File: src/hw/rtl/mmr_pkg.sv
// mmr_pkg: shared constants, codes, queue entry type and size clamp for the
// row-streaming matrix multiplier. No dependencies.
package mmr_pkg;

	localparam int DEF_MAX_INNER = 16;
	localparam int DEF_MAX_COLS = 16;
	localparam int QUEUE_DEPTH = 4;

	localparam int CFG_IDX_W = 2;
	localparam int CFG_DATA_W = 8;
	localparam int ELEM_W = 16;
	localparam int SUM_W = 36;
	localparam int COL_IDX_W = 4;

	localparam logic [CFG_IDX_W-1:0] REG_ROWS_A = 2'd0;
	localparam logic [CFG_IDX_W-1:0] REG_INNER_A = 2'd1;
	localparam logic [CFG_IDX_W-1:0] REG_INNER_B = 2'd2;
	localparam logic [CFG_IDX_W-1:0] REG_COLS_B = 2'd3;

	localparam logic OP_LOAD_B = 1'b0;
	localparam logic OP_STREAM_A = 1'b1;

	typedef struct packed {
		logic is_err;
		logic last_row;
	} job_t;

	// zero counts as one, large values saturate to the maximum
	function automatic logic [6:0] clamp_size(input logic [4:0] v, input logic [6:0] maxv);
		logic [6:0] r;
		r = {2'b00, v};
		if (v == 5'd0)
			r = 7'd1;
		else if (r > maxv)
			r = maxv;
		return r;
	endfunction

endpackage

File: src/hw/rtl/mmr_if.sv
// mmr_in_if / mmr_out_if: valid-ready channels of the matrix multiplier.
// No dependencies.
interface mmr_in_if;
	logic valid;
	logic ready;
	logic opcode;
	logic signed [15:0] element_value;

	modport source(output valid, output opcode, output element_value, input ready);
	modport sink(input valid, input opcode, input element_value, output ready);
endinterface

interface mmr_out_if;
	logic valid;
	logic ready;
	logic signed [35:0] product_sum;
	logic [3:0] column_index;
	logic last_of_row;
	logic last_of_matrix;
	logic size_error;

	modport source(output valid, output product_sum, output column_index,
		output last_of_row, output last_of_matrix, output size_error, input ready);
	modport sink(input valid, input product_sum, input column_index,
		input last_of_row, input last_of_matrix, input size_error, output ready);
endinterface

File: src/hw/rtl/mmr_queue.sv
// mmr_queue: small job queue between front and back parts.
// Depends on mmr_pkg (job_t).
module mmr_queue import mmr_pkg::*; #(
	parameter int DEPTH = QUEUE_DEPTH
) (
	input  logic clk,
	input  logic arst_n,
	input  logic push,
	input  job_t push_job,
	input  logic pop,
	output job_t head,
	output logic full,
	output logic empty
);

	localparam int PW = (DEPTH > 1) ? $clog2(DEPTH) : 1;
	localparam int CNT_W = $clog2(DEPTH + 1);

	job_t slots_q [DEPTH];
	logic [PW-1:0] wr_ptr_q, rd_ptr_q;
	logic [CNT_W-1:0] count_q;

	assign full = (count_q == CNT_W'(DEPTH));
	assign empty = (count_q == '0);
	assign head = slots_q[rd_ptr_q];

	always_ff @(posedge clk) begin
		if (push)
			slots_q[wr_ptr_q] <= push_job;
	end

	always_ff @(posedge clk or negedge arst_n) begin
		if (!arst_n) begin
			wr_ptr_q <= '0;
			rd_ptr_q <= '0;
			count_q <= '0;
		end else begin
			if (push)
				wr_ptr_q <= (wr_ptr_q == PW'(DEPTH - 1)) ? '0 : wr_ptr_q + 1'b1;
			if (pop)
				rd_ptr_q <= (rd_ptr_q == PW'(DEPTH - 1)) ? '0 : rd_ptr_q + 1'b1;
			if (push && !pop)
				count_q <= count_q + 1'b1;
			else if (pop && !push)
				count_q <= count_q - 1'b1;
		end
	end

	a_no_overflow: assert property (@(posedge clk) disable iff (!arst_n)
		!(push && full && !pop))
		else $error("job queue overflow");

	a_no_underflow: assert property (@(posedge clk) disable iff (!arst_n)
		!(pop && empty))
		else $error("job queue underflow");

endmodule

File: src/hw/rtl/mmr_front.sv
// mmr_front: accepts requests, writes right-matrix and left-row elements,
// tracks positions and queues row and error jobs. Depends on mmr_pkg, mmr_if.
module mmr_front import mmr_pkg::*; #(
	parameter int MAX_INNER = DEF_MAX_INNER,
	parameter int MAX_COLS = DEF_MAX_COLS,
	localparam int IW = $clog2(MAX_INNER + 1),
	localparam int LW = $clog2(MAX_INNER * MAX_COLS + 1),
	localparam int LAW = (MAX_INNER > 1) ? $clog2(MAX_INNER) : 1,
	localparam int AW = (MAX_INNER * MAX_COLS > 1) ? $clog2(MAX_INNER * MAX_COLS) : 1
) (
	input  logic clk,
	input  logic arst_n,
	mmr_in_if.sink items,
	input  logic [IW-1:0] inner_c,
	input  logic [LW-1:0] limit,
	input  logic [7:0] rows_c,
	input  logic mismatch,
	output logic q_push,
	output job_t q_job,
	input  logic q_full,
	input  logic row_done,
	output logic left_we,
	output logic [LAW-1:0] left_addr,
	output logic signed [ELEM_W-1:0] left_data,
	output logic store_we,
	output logic [AW-1:0] store_addr,
	output logic signed [ELEM_W-1:0] store_data
);

	logic [LW-1:0] rlp_q, rlp_cur, rlp_inc, rlp_nxt;
	logic [IW-1:0] lcp_q, lcp_cur, lcp_inc;
	logic [7:0] rc_q, rc_cur, rc_inc, rc_nxt;
	logic row_busy_q;
	logic accept, is_b, a_ok, row_end, last_row;

	assign items.ready = !q_full && !row_busy_q;
	assign accept = items.valid && items.ready;
	assign is_b = (items.opcode == OP_LOAD_B);
	assign a_ok = accept && !is_b && !mismatch;

	assign rlp_cur = (rlp_q >= limit) ? '0 : rlp_q;
	assign rlp_inc = rlp_cur + 1'b1;
	assign rlp_nxt = (rlp_inc >= limit) ? '0 : rlp_inc;

	assign lcp_cur = (lcp_q >= inner_c) ? '0 : lcp_q;
	assign lcp_inc = lcp_cur + 1'b1;
	assign row_end = (lcp_inc >= inner_c);

	assign rc_cur = (rc_q >= rows_c) ? '0 : rc_q;
	assign rc_inc = rc_cur + 1'b1;
	assign rc_nxt = (rc_inc >= rows_c) ? '0 : rc_inc;
	assign last_row = (rc_cur == rows_c - 1'b1);

	assign store_we = accept && is_b;
	assign store_addr = AW'(rlp_cur);
	assign store_data = items.element_value;
	assign left_we = a_ok;
	assign left_addr = LAW'(lcp_cur);
	assign left_data = items.element_value;

	assign q_push = (accept && !is_b && mismatch) || (a_ok && row_end);
	assign q_job.is_err = mismatch;
	assign q_job.last_row = last_row;

	always_ff @(posedge clk or negedge arst_n) begin
		if (!arst_n) begin
			rlp_q <= '0;
			lcp_q <= '0;
			rc_q <= '0;
			row_busy_q <= 1'b0;
		end else begin
			if (store_we)
				rlp_q <= rlp_nxt;
			if (a_ok)
				lcp_q <= row_end ? '0 : lcp_inc;
			if (a_ok && row_end) begin
				rc_q <= rc_nxt;
				row_busy_q <= 1'b1;
			end else if (row_done) begin
				row_busy_q <= 1'b0;
			end
		end
	end

endmodule

File: src/hw/rtl/mmr_back.sv
// mmr_back: holds the matrix memories, runs the shared multiply-accumulate over each
// queued row one column at a time and answers error jobs. Depends on mmr_pkg, mmr_if.
module mmr_back import mmr_pkg::*; #(
	parameter int MAX_INNER = DEF_MAX_INNER,
	parameter int MAX_COLS = DEF_MAX_COLS,
	localparam int IW = $clog2(MAX_INNER + 1),
	localparam int CW = $clog2(MAX_COLS + 1),
	localparam int LAW = (MAX_INNER > 1) ? $clog2(MAX_INNER) : 1,
	localparam int AW = (MAX_INNER * MAX_COLS > 1) ? $clog2(MAX_INNER * MAX_COLS) : 1
) (
	input  logic clk,
	input  logic arst_n,
	input  logic [IW-1:0] inner_c,
	input  logic [CW-1:0] cols_c,
	input  job_t job,
	input  logic q_empty,
	output logic q_pop,
	output logic row_done,
	input  logic left_we,
	input  logic [LAW-1:0] left_addr,
	input  logic signed [ELEM_W-1:0] left_data,
	input  logic store_we,
	input  logic [AW-1:0] store_addr,
	input  logic signed [ELEM_W-1:0] store_data,
	mmr_out_if.source results
);

	localparam int JW = (MAX_COLS > 1) ? $clog2(MAX_COLS) : 1;
	localparam int SW = AW + CW;
	localparam int ACC_W = (33 + $clog2(MAX_INNER) > SUM_W) ? 33 + $clog2(MAX_INNER) : SUM_W;
	localparam logic signed [SUM_W-1:0] SUM_HI = {1'b0, {(SUM_W-1){1'b1}}};
	localparam logic signed [SUM_W-1:0] SUM_LO = {1'b1, {(SUM_W-1){1'b0}}};
	localparam logic signed [ACC_W-1:0] SAT_HI = ACC_W'(SUM_HI);
	localparam logic signed [ACC_W-1:0] SAT_LO = ACC_W'(SUM_LO);

	localparam logic [1:0] ST_IDLE = 2'd0;
	localparam logic [1:0] ST_ISSUE = 2'd1;
	localparam logic [1:0] ST_DRAIN = 2'd2;
	localparam logic [1:0] ST_ERR = 2'd3;

	logic signed [ELEM_W-1:0] left_mem [MAX_INNER];
	logic signed [ELEM_W-1:0] store_mem [MAX_INNER * MAX_COLS];

	logic [1:0] state_q;
	logic [LAW-1:0] k_q;
	logic [JW-1:0] j_q;
	logic [AW-1:0] addr_q;
	logic last_row_q;

	logic v_s1, first_s1, last_s1;
	logic signed [ELEM_W-1:0] left_s1, store_s1;
	logic v_s2, first_s2, last_s2;
	logic signed [31:0] prod_s2;
	logic signed [ACC_W-1:0] acc_q;
	logic sum_ready_q;

	logic res_valid_q;
	logic signed [SUM_W-1:0] sum_q;
	logic [COL_IDX_W-1:0] col_q;
	logic lor_q, lom_q, err_q;

	logic issue, k_first, k_last, j_last, out_free, move_col, move_err;
	logic signed [SUM_W-1:0] sat_sum;
	logic [JW+COL_IDX_W-1:0] j_ext;

	assign issue = (state_q == ST_ISSUE);
	assign k_first = (k_q == '0);
	assign k_last = ((IW'(k_q) + 1'b1) == inner_c);
	assign j_last = ((CW'(j_q) + 1'b1) == cols_c);
	assign out_free = !res_valid_q || results.ready;
	assign move_col = (state_q == ST_DRAIN) && sum_ready_q && out_free;
	assign move_err = (state_q == ST_ERR) && out_free;
	assign q_pop = (state_q == ST_IDLE) && !q_empty;
	assign row_done = move_col && j_last;
	assign j_ext = (JW + COL_IDX_W)'(j_q);

	always_comb begin
		if (acc_q > SAT_HI)
			sat_sum = SUM_HI;
		else if (acc_q < SAT_LO)
			sat_sum = SUM_LO;
		else
			sat_sum = acc_q[SUM_W-1:0];
	end

	// memories
	always_ff @(posedge clk) begin
		if (left_we)
			left_mem[left_addr] <= left_data;
		left_s1 <= left_mem[k_q];
	end

	always_ff @(posedge clk) begin
		if (store_we)
			store_mem[store_addr] <= store_data;
		store_s1 <= store_mem[addr_q];
	end

	// sequencer
	always_ff @(posedge clk or negedge arst_n) begin
		if (!arst_n) begin
			state_q <= ST_IDLE;
			k_q <= '0;
			j_q <= '0;
			addr_q <= '0;
			last_row_q <= 1'b0;
		end else begin
			unique case (state_q)
				ST_IDLE: begin
					if (!q_empty) begin
						last_row_q <= job.last_row;
						k_q <= '0;
						j_q <= '0;
						addr_q <= '0;
						state_q <= job.is_err ? ST_ERR : ST_ISSUE;
					end
				end
				ST_ISSUE: begin
					k_q <= k_q + 1'b1;
					addr_q <= AW'(SW'(addr_q) + SW'(cols_c));
					if (k_last)
						state_q <= ST_DRAIN;
				end
				ST_DRAIN: begin
					if (move_col) begin
						if (j_last) begin
							state_q <= ST_IDLE;
						end else begin
							j_q <= j_q + 1'b1;
							k_q <= '0;
							addr_q <= AW'(j_q + 1'b1);
							state_q <= ST_ISSUE;
						end
					end
				end
				ST_ERR: begin
					if (move_err)
						state_q <= ST_IDLE;
				end
				default: state_q <= ST_IDLE;
			endcase
		end
	end

	// multiply-accumulate pipeline control
	always_ff @(posedge clk or negedge arst_n) begin
		if (!arst_n) begin
			v_s1 <= 1'b0;
			first_s1 <= 1'b0;
			last_s1 <= 1'b0;
			v_s2 <= 1'b0;
			first_s2 <= 1'b0;
			last_s2 <= 1'b0;
			sum_ready_q <= 1'b0;
		end else begin
			v_s1 <= issue;
			first_s1 <= issue && k_first;
			last_s1 <= issue && k_last;
			v_s2 <= v_s1;
			first_s2 <= first_s1;
			last_s2 <= last_s1;
			if (move_col)
				sum_ready_q <= 1'b0;
			else if (v_s2 && last_s2)
				sum_ready_q <= 1'b1;
		end
	end

	always_ff @(posedge clk) begin
		prod_s2 <= left_s1 * store_s1;
		if (v_s2)
			acc_q <= first_s2 ? ACC_W'(prod_s2) : acc_q + ACC_W'(prod_s2);
	end

	// result register
	always_ff @(posedge clk or negedge arst_n) begin
		if (!arst_n)
			res_valid_q <= 1'b0;
		else if (move_col || move_err)
			res_valid_q <= 1'b1;
		else if (results.ready)
			res_valid_q <= 1'b0;
	end

	always_ff @(posedge clk) begin
		if (move_col) begin
			sum_q <= sat_sum;
			col_q <= j_ext[COL_IDX_W-1:0];
			lor_q <= j_last;
			lom_q <= j_last && last_row_q;
			err_q <= 1'b0;
		end else if (move_err) begin
			sum_q <= '0;
			col_q <= '0;
			lor_q <= 1'b0;
			lom_q <= 1'b0;
			err_q <= 1'b1;
		end
	end

	assign results.valid = res_valid_q;
	assign results.product_sum = sum_q;
	assign results.column_index = col_q;
	assign results.last_of_row = lor_q;
	assign results.last_of_matrix = lom_q;
	assign results.size_error = err_q;

	a_mem_quiet: assert property (@(posedge clk) disable iff (!arst_n)
		(state_q == ST_ISSUE || state_q == ST_DRAIN) |-> !left_we && !store_we)
		else $error("matrix memory written during a row");

	a_row_end: assert property (@(posedge clk) disable iff (!arst_n)
		row_done |=> res_valid_q && lor_q && !err_q)
		else $error("row finished without last-of-row result");

	a_last_in_drain: assert property (@(posedge clk) disable iff (!arst_n)
		(v_s2 && last_s2) |-> (state_q == ST_DRAIN) && !sum_ready_q)
		else $error("final product outside drain");

endmodule

File: src/hw/rtl/matrix_multiply_rows.sv
// matrix_multiply_rows: top level, configuration registers, front, job queue
// and back. Depends on mmr_pkg, mmr_if, mmr_queue, mmr_front, mmr_back.
//
// items: valid-ready request channel. opcode load_b writes the next element
// of B (row-major), one request per cycle while ready is high. opcode
// stream_a writes the next element of the current row of A; when a row completes,
// ready drops until all its results have moved to the output register.
// results: valid-ready channel, one result per column of B, in column order.
// The single multiply-accumulate unit works the columns of a row in turn: the
// sequencer issues the inner memory reads of a column, each product passes
// the memory read register and the product register into the accumulator,
// and the saturated sum then moves to the result register.
// With inner sizes configured unequal, each A request gives one error result
// and changes no position.
// cfg_we / cfg_index / cfg_data write rows_a, inner_a, inner_b, cols_b.
// Reset sets the registers to 1, 16, 16, 16 and clears all positions; the
// matrix memories are not cleared. A stalled receiver holds the result
// register and the multiply-accumulate sequencer waits on it.
module matrix_multiply_rows import mmr_pkg::*; #(
	parameter int MAX_INNER = DEF_MAX_INNER,
	parameter int MAX_COLS = DEF_MAX_COLS
) (
	input  logic clk,
	input  logic arst_n,
	mmr_in_if.sink items,
	mmr_out_if.source results,
	input  logic cfg_we,
	input  logic [CFG_IDX_W-1:0] cfg_index,
	input  logic [CFG_DATA_W-1:0] cfg_data
);

	localparam int IW = $clog2(MAX_INNER + 1);
	localparam int CW = $clog2(MAX_COLS + 1);
	localparam int LW = $clog2(MAX_INNER * MAX_COLS + 1);
	localparam int LAW = (MAX_INNER > 1) ? $clog2(MAX_INNER) : 1;
	localparam int AW = (MAX_INNER * MAX_COLS > 1) ? $clog2(MAX_INNER * MAX_COLS) : 1;

	logic [7:0] rows_a_q;
	logic [4:0] inner_a_q, inner_b_q, cols_b_q;

	logic [IW-1:0] inner_c, inner_b_c;
	logic [CW-1:0] cols_c;
	logic [IW+CW-1:0] limit_full;
	logic [LW-1:0] limit;
	logic [7:0] rows_c;
	logic mismatch;

	logic q_push, q_pop, q_full, q_empty, row_done;
	job_t q_job, q_head;
	logic left_we, store_we;
	logic [LAW-1:0] left_addr;
	logic [AW-1:0] store_addr;
	logic signed [ELEM_W-1:0] left_data, store_data;

	always_ff @(posedge clk or negedge arst_n) begin
		if (!arst_n) begin
			rows_a_q <= 8'd1;
			inner_a_q <= 5'd16;
			inner_b_q <= 5'd16;
			cols_b_q <= 5'd16;
		end else if (cfg_we) begin
			unique case (cfg_index)
				REG_ROWS_A: rows_a_q <= cfg_data;
				REG_INNER_A: inner_a_q <= cfg_data[4:0];
				REG_INNER_B: inner_b_q <= cfg_data[4:0];
				REG_COLS_B: cols_b_q <= cfg_data[4:0];
				default: ;
			endcase
		end
	end

	assign inner_c = IW'(clamp_size(inner_a_q, 7'(MAX_INNER)));
	assign inner_b_c = IW'(clamp_size(inner_b_q, 7'(MAX_INNER)));
	assign cols_c = CW'(clamp_size(cols_b_q, 7'(MAX_COLS)));
	assign limit_full = (IW + CW)'(inner_b_c) * (IW + CW)'(cols_c);
	assign limit = LW'(limit_full);
	assign rows_c = (rows_a_q == 8'd0) ? 8'd1 : rows_a_q;
	assign mismatch = (inner_a_q != inner_b_q);

	mmr_front #(
		.MAX_INNER(MAX_INNER),
		.MAX_COLS(MAX_COLS)
	) u_front (
		.clk(clk),
		.arst_n(arst_n),
		.items(items),
		.inner_c(inner_c),
		.limit(limit),
		.rows_c(rows_c),
		.mismatch(mismatch),
		.q_push(q_push),
		.q_job(q_job),
		.q_full(q_full),
		.row_done(row_done),
		.left_we(left_we),
		.left_addr(left_addr),
		.left_data(left_data),
		.store_we(store_we),
		.store_addr(store_addr),
		.store_data(store_data)
	);

	mmr_queue #(
		.DEPTH(QUEUE_DEPTH)
	) u_queue (
		.clk(clk),
		.arst_n(arst_n),
		.push(q_push),
		.push_job(q_job),
		.pop(q_pop),
		.head(q_head),
		.full(q_full),
		.empty(q_empty)
	);

	mmr_back #(
		.MAX_INNER(MAX_INNER),
		.MAX_COLS(MAX_COLS)
	) u_back (
		.clk(clk),
		.arst_n(arst_n),
		.inner_c(inner_c),
		.cols_c(cols_c),
		.job(q_head),
		.q_empty(q_empty),
		.q_pop(q_pop),
		.row_done(row_done),
		.left_we(left_we),
		.left_addr(left_addr),
		.left_data(left_data),
		.store_we(store_we),
		.store_addr(store_addr),
		.store_data(store_data),
		.results(results)
	);

endmodule

File: src/flat_wrapper.sv
// flat-port wrapper written by rule: the top's interface ports become plain ports
module matrix_multiply_rows_flat import mmr_pkg::*;
#(
	parameter int MAX_INNER = DEF_MAX_INNER,
	parameter int MAX_COLS = DEF_MAX_COLS
)
  (clk, arst_n, cfg_we, cfg_index, cfg_data, items_valid, items_opcode, items_element_value, items_ready, results_valid, results_product_sum, results_column_index, results_last_of_row, results_last_of_matrix, results_size_error, results_ready);
  mmr_in_if items_i ();
  mmr_out_if results_i ();
  input  logic clk;
  input  logic arst_n;
  input  logic cfg_we;
  input  logic [CFG_IDX_W-1:0] cfg_index;
  input  logic [CFG_DATA_W-1:0] cfg_data;
  input wire logic [$bits(items_i.valid)-1:0] items_valid;
  input wire logic [$bits(items_i.opcode)-1:0] items_opcode;
  input wire logic [$bits(items_i.element_value)-1:0] items_element_value;
  output wire logic [$bits(items_i.ready)-1:0] items_ready;
  output wire logic [$bits(results_i.valid)-1:0] results_valid;
  output wire logic [$bits(results_i.product_sum)-1:0] results_product_sum;
  output wire logic [$bits(results_i.column_index)-1:0] results_column_index;
  output wire logic [$bits(results_i.last_of_row)-1:0] results_last_of_row;
  output wire logic [$bits(results_i.last_of_matrix)-1:0] results_last_of_matrix;
  output wire logic [$bits(results_i.size_error)-1:0] results_size_error;
  input wire logic [$bits(results_i.ready)-1:0] results_ready;
  assign items_i.valid = items_valid;
  assign items_i.opcode = items_opcode;
  assign items_i.element_value = items_element_value;
  assign items_ready = items_i.ready;
  assign results_valid = results_i.valid;
  assign results_product_sum = results_i.product_sum;
  assign results_column_index = results_i.column_index;
  assign results_last_of_row = results_i.last_of_row;
  assign results_last_of_matrix = results_i.last_of_matrix;
  assign results_size_error = results_i.size_error;
  assign results_i.ready = results_ready;
  matrix_multiply_rows #(.MAX_INNER(MAX_INNER), .MAX_COLS(MAX_COLS)) u_core (.clk(clk), .arst_n(arst_n), .items(items_i), .results(results_i), .cfg_we(cfg_we), .cfg_index(cfg_index), .cfg_data(cfg_data));
endmodule
File: config.mk
export PLATFORM = sky130hd
export DESIGN_NAME = matrix_multiply_rows_flat
export DESIGN_NICKNAME = d
export VERILOG_FILES = /design/src/hw/rtl/mmr_pkg.sv /design/src/hw/rtl/mmr_if.sv /design/src/hw/rtl/mmr_queue.sv /design/src/hw/rtl/mmr_front.sv /design/src/hw/rtl/mmr_back.sv /design/src/hw/rtl/matrix_multiply_rows.sv /design/src/flat_wrapper.sv
export SDC_FILE = /design/constraint.sdc
export NUM_CORES = 2
export LEC_CHECK = 0
export BUFFER_PORTS_ARGS = -buffer_cell sky130_fd_sc_hd__buf_2
export CAP_MARGIN = 20
export CORE_UTILIZATION = 40
export CTS_CLUSTER_DIAMETER = 50
export DETAILED_ROUTE_END_ITERATION = 8
export PLACE_DENSITY_LB_ADDON = 0.12
export SLEW_MARGIN = 20
export SYNTH_ARGS = -nofsm -noshare
export SYNTH_HDL_FRONTEND = slang
export SYNTH_HIERARCHICAL = 1
export SYNTH_MEMORY_MAX_BITS = 65536
export SYNTH_SLANG_ARGS = --single-unit
File: constraint.sdc
create_clock -name clk -period 8.15 [get_ports clk]
set_clock_uncertainty 0.1 [all_clocks]
set_input_delay 0.815 -clock clk [delete_from_list [all_inputs] [get_ports clk]]
set_output_delay 0.815 -clock clk [all_outputs]
set_load 0.02 [all_outputs]
==> summary.md <==
| Metric | Value |
|---|---|
| Min-delay src | `items_element_value[4]` |
| DRC viols | `0` |
| Critical Path RT | `9.03 ns` |
| Fin crit share | `0.9342` |
| Hold Path Class | `input port to flop` |
| Routed wire length | `508,700 um` |
| Min Tclk post-route | `7.614 ns` |
| Worst R2R End | `u_core/u_front/rlp_q[3]` |
| Post-synth EDFFs | `~4,400` |
| CTS Buf Count | `~530` |
| Layout cell share with drive strength beyond 1 | `0.2972` |
| Register area share after synthesis | `0.7230` |
| Synth top area share | `0.7055` |
| RePlAce Congestion | `0.8099` |
| DRT Pass-1 Iters | `5` |
| # setup viols final | `0` |
| Reg2Reg Launch Point | `u_core/inner_b_q[1]` |
| TritonCTS Sinks | `4,584` |
| Outcome | `finished with violations` |
| Die extent in y | `689.3 um` |
| Drt wl/cell | `roughly 31 um` |
| Worst-case clock buffer depth | `4` |
| Die Width | `689.3 um` |
| Core Footprint | `470,700 um2` |
| Synth-to-layout area growth | `15.72%` |
| FMAX | `roughly 130 MHz` |
| Top post-synthesis cells by area | `edfxtp_1, mux4_2, fa_1, ha_1, dfrtp_1` |
| Antenna-violating nets left | `1` |
| Post-Synthesis Cells | `8,889` |
| Die Area | `~480,000 um2` |
| Nets | `about 10,000` |
| Mean Syn Cell Area | `21.26 um2` |
| Ys async rst share | `0.01745` |
| Number of global-route vias before repair | `93,050` |
| Most frequent cell after synthesis | `edfxtp_1` |
| Drt via density | `roughly 5.6` |
| Max-slew headroom | `0.1595` |
| Clk_lat worst skew | `around 1.1 ns` |
| GRT overflow | `0` |
| Pre-CTS WS | `0.5551 ns` |
| Initial Util | `0.4014` |
| R2r setup slk | `0.54 ns` |
| Slowest cell on the critical path | `fa_1` |
| Hpwl dp | `between 300,000 and 400,000 um` |
| Synth warnings | `6` |
| Critical Path Start Type | `flop` |
| Slew @ Worst Pin | `1.261 ns` |
| Largest net degree at the start of global routing | `177` |
| DR iter-0 viols | `~9,300` |
| Largest area contributor in the synthesized netlist | `edfxtp_1` |
| Netlist area before placement | `188,900 um2` |
| Initial antenna violation count | `37` |
| FP Rows | `252` |
| CP Class | `flop to flop` |
| TritonCTS clock tree | `yes` |
| Critical Path AT | `8.49 ns` |
| Routed vias | `91,410` |
| Setup TNS | `0 ns` |
| Setup ws final | `0.5359 ns` |
| Root Driver | `clkbuf_16` |
| Crit path max fanout | `6` |
| Slew Limit Fails | `0` |
| Yosys cell types | `78` |
| Max-cap check violation count | `0` |
| Syn nets | `between 9,000 and 10,000` |
| First-pass GRT wire length | `719,900 um` |
| CP most frequent cell | `ha_1` |
| Worst Reg2Reg Path Length in Cells | `33` |
| Final Hold Vio Count | `0` |
| Failing checks | `antenna violations` |
| Hold WS | `between 0.1 and 0.15 ns` |
| I/O Pins | `77` |
| Hold path cells | `1` |
| RSZ-0062 raised after global routing | `no` |
| Number of I/O port buffers | `76` |
| Hold path endpoint | `u_core/u_back/left_mem[1][4]` |
| Main synth FF type | `edfxtp_1` |
| Peak per-stage delay on the critical path | `0.55 ns` |
| Synth cell count leaders | `edfxtp_1, mux4_2, nor2_1` |
| CTS clk-pin slew, worst paths | `0.06 ns` |
| Yosys reg bits | `4,584` |
| Max H-tree Level | `6` |
| GRT Overall Usage | `0.2128` |
| Crit path capture type | `flop` |
## through the flow
stage	cells	cell area (um2)	utilization
global placement	15210	201100	0.4272
floorplan	8889	189000	-
global route	16180	218600	0.4644
CTS	16180	218600	0.4643
finish	16200	218700	0.4645
detailed placement	15210	201100	0.4272
## worst max-delay path, delay by kind of cell, from the launching register on
kind,cells,cell delay (ns)
fa+ha+maj,7,2.65
simple gates,10,1.60
xor+xnor,2,0.22
buf+inv,5,0.66
compound gates,9,1.94
flops,1,0.38
## state kept, by name (all words and copies together) (netlist names), 8 cells and up
name                               cells
u_core/rows_a_q                        8
u_core/u_back/acc_q                   37
u_core/u_back/addr_q                   8
u_core/u_back/left_mem               256
u_core/u_back/left_s1                 16
u_core/u_back/prod_s2                 32
u_core/u_back/results.product_sum     36
u_core/u_back/store_mem             4096
u_core/u_back/store_s1                16
u_core/u_front/rc_q                    8
u_core/u_front/rlp_q                   9
u_core/u_queue/slots_q                 8
## layer usage
layer | GRT usage | share of wire | vias to the layer above
li1 | - | - | 37570
met1 | 0.3096 | 0.44 | 50200
met2 | 0.3445 | 0.48 | 3038
met3 | 0.03015 | 0.060 | 598
met4 | 0.04402 | 0.021 | 0
met5 | 0 | 0 | -
## cells by family (layout without fill, tap and decap cells)
kind of cell / after synthesis / count (layout) / share of synthesized area
other: 0 / 17 / 0
XOR/XNOR: 116 / 116 / 0.005456
adder cells (fa/ha/maj): 474 / 474 / 0.04223
AO/OA/AOI/OAI: 341 / 341 / 0.01140
AND/OR/NAND/NOR: 1063 / 1063 / 0.02613
flip-flops: 4584 / 4584 / 0.7230
buffers and inverters: 834 / 1902 / 0.01783
multiplexers: 1477 / 1477 / 0.1740
## layout by cell type, fill, tap and decap left out, types with 92 or more instances in the layout
cell type  instances
buf_12           144
nor2_1           346
clkbuf_16        556
edfxtp_1        4439
clkinv_1         106
ha_1             201
nand2_1          243
fa_1             273
and2_1           155
mux4_2          1440
buf_4            346
inv_1            364
a21oi_1           92
## what timing repair did
action,4_1_cts,5_1_grt
setup buffers,0,0
resized for setup,0,0
setup endpoints to repair,0,0
hold buffers,10,0
endpoints found under the hold margin,100,0
## worst max-delay path by stage
| stage | from | to | slack (ns) | depth (start not counted) |
|---|---|---|---|---|
| 2_1_floorplan | u_core/inner_b_q[4] | u_core/u_front/rlp_q[3] | 0.68 | 30 |
| 4_1_cts | u_core/inner_b_q[1] | u_core/u_back/store_mem[32][5] | 0.47 | 23 |
| 3_3_place_gp | u_core/inner_b_q[1] | u_core/u_front/rlp_q[6] | 0.50 | 33 |
| 5_1_grt | u_core/inner_b_q[1] | u_core/u_front/rlp_q[4] | 0.06 | 33 |
| 6_report | u_core/inner_b_q[1] | u_core/u_front/rlp_q[3] | 0.54 | 33 |
| 3_5_place_dp | u_core/inner_b_q[1] | u_core/u_back/store_mem[32][5] | 0.56 | 23 |
## cell type report
| class | instances | area (um2) |
|---|---|---|
| Fill cell | 38910 | 252100 |
| Sequential cell | 4584 | 136600 |
| Multi-Input combinational cell | 3471 | 49290 |
| Clock buffer | 634 | 14220 |
| Tap cell | 6223 | 7786 |
| Timing Repair Buffer | 578 | 6150 |
| Clock inverter | 325 | 3163 |
| Inverter | 365 | 1370 |
| Antenna cell | 17 | 42.54 |
Power is left out: the tool's default activity adds up to more than one toggle a clock period on the data nets, which glitch-free logic cannot reach.
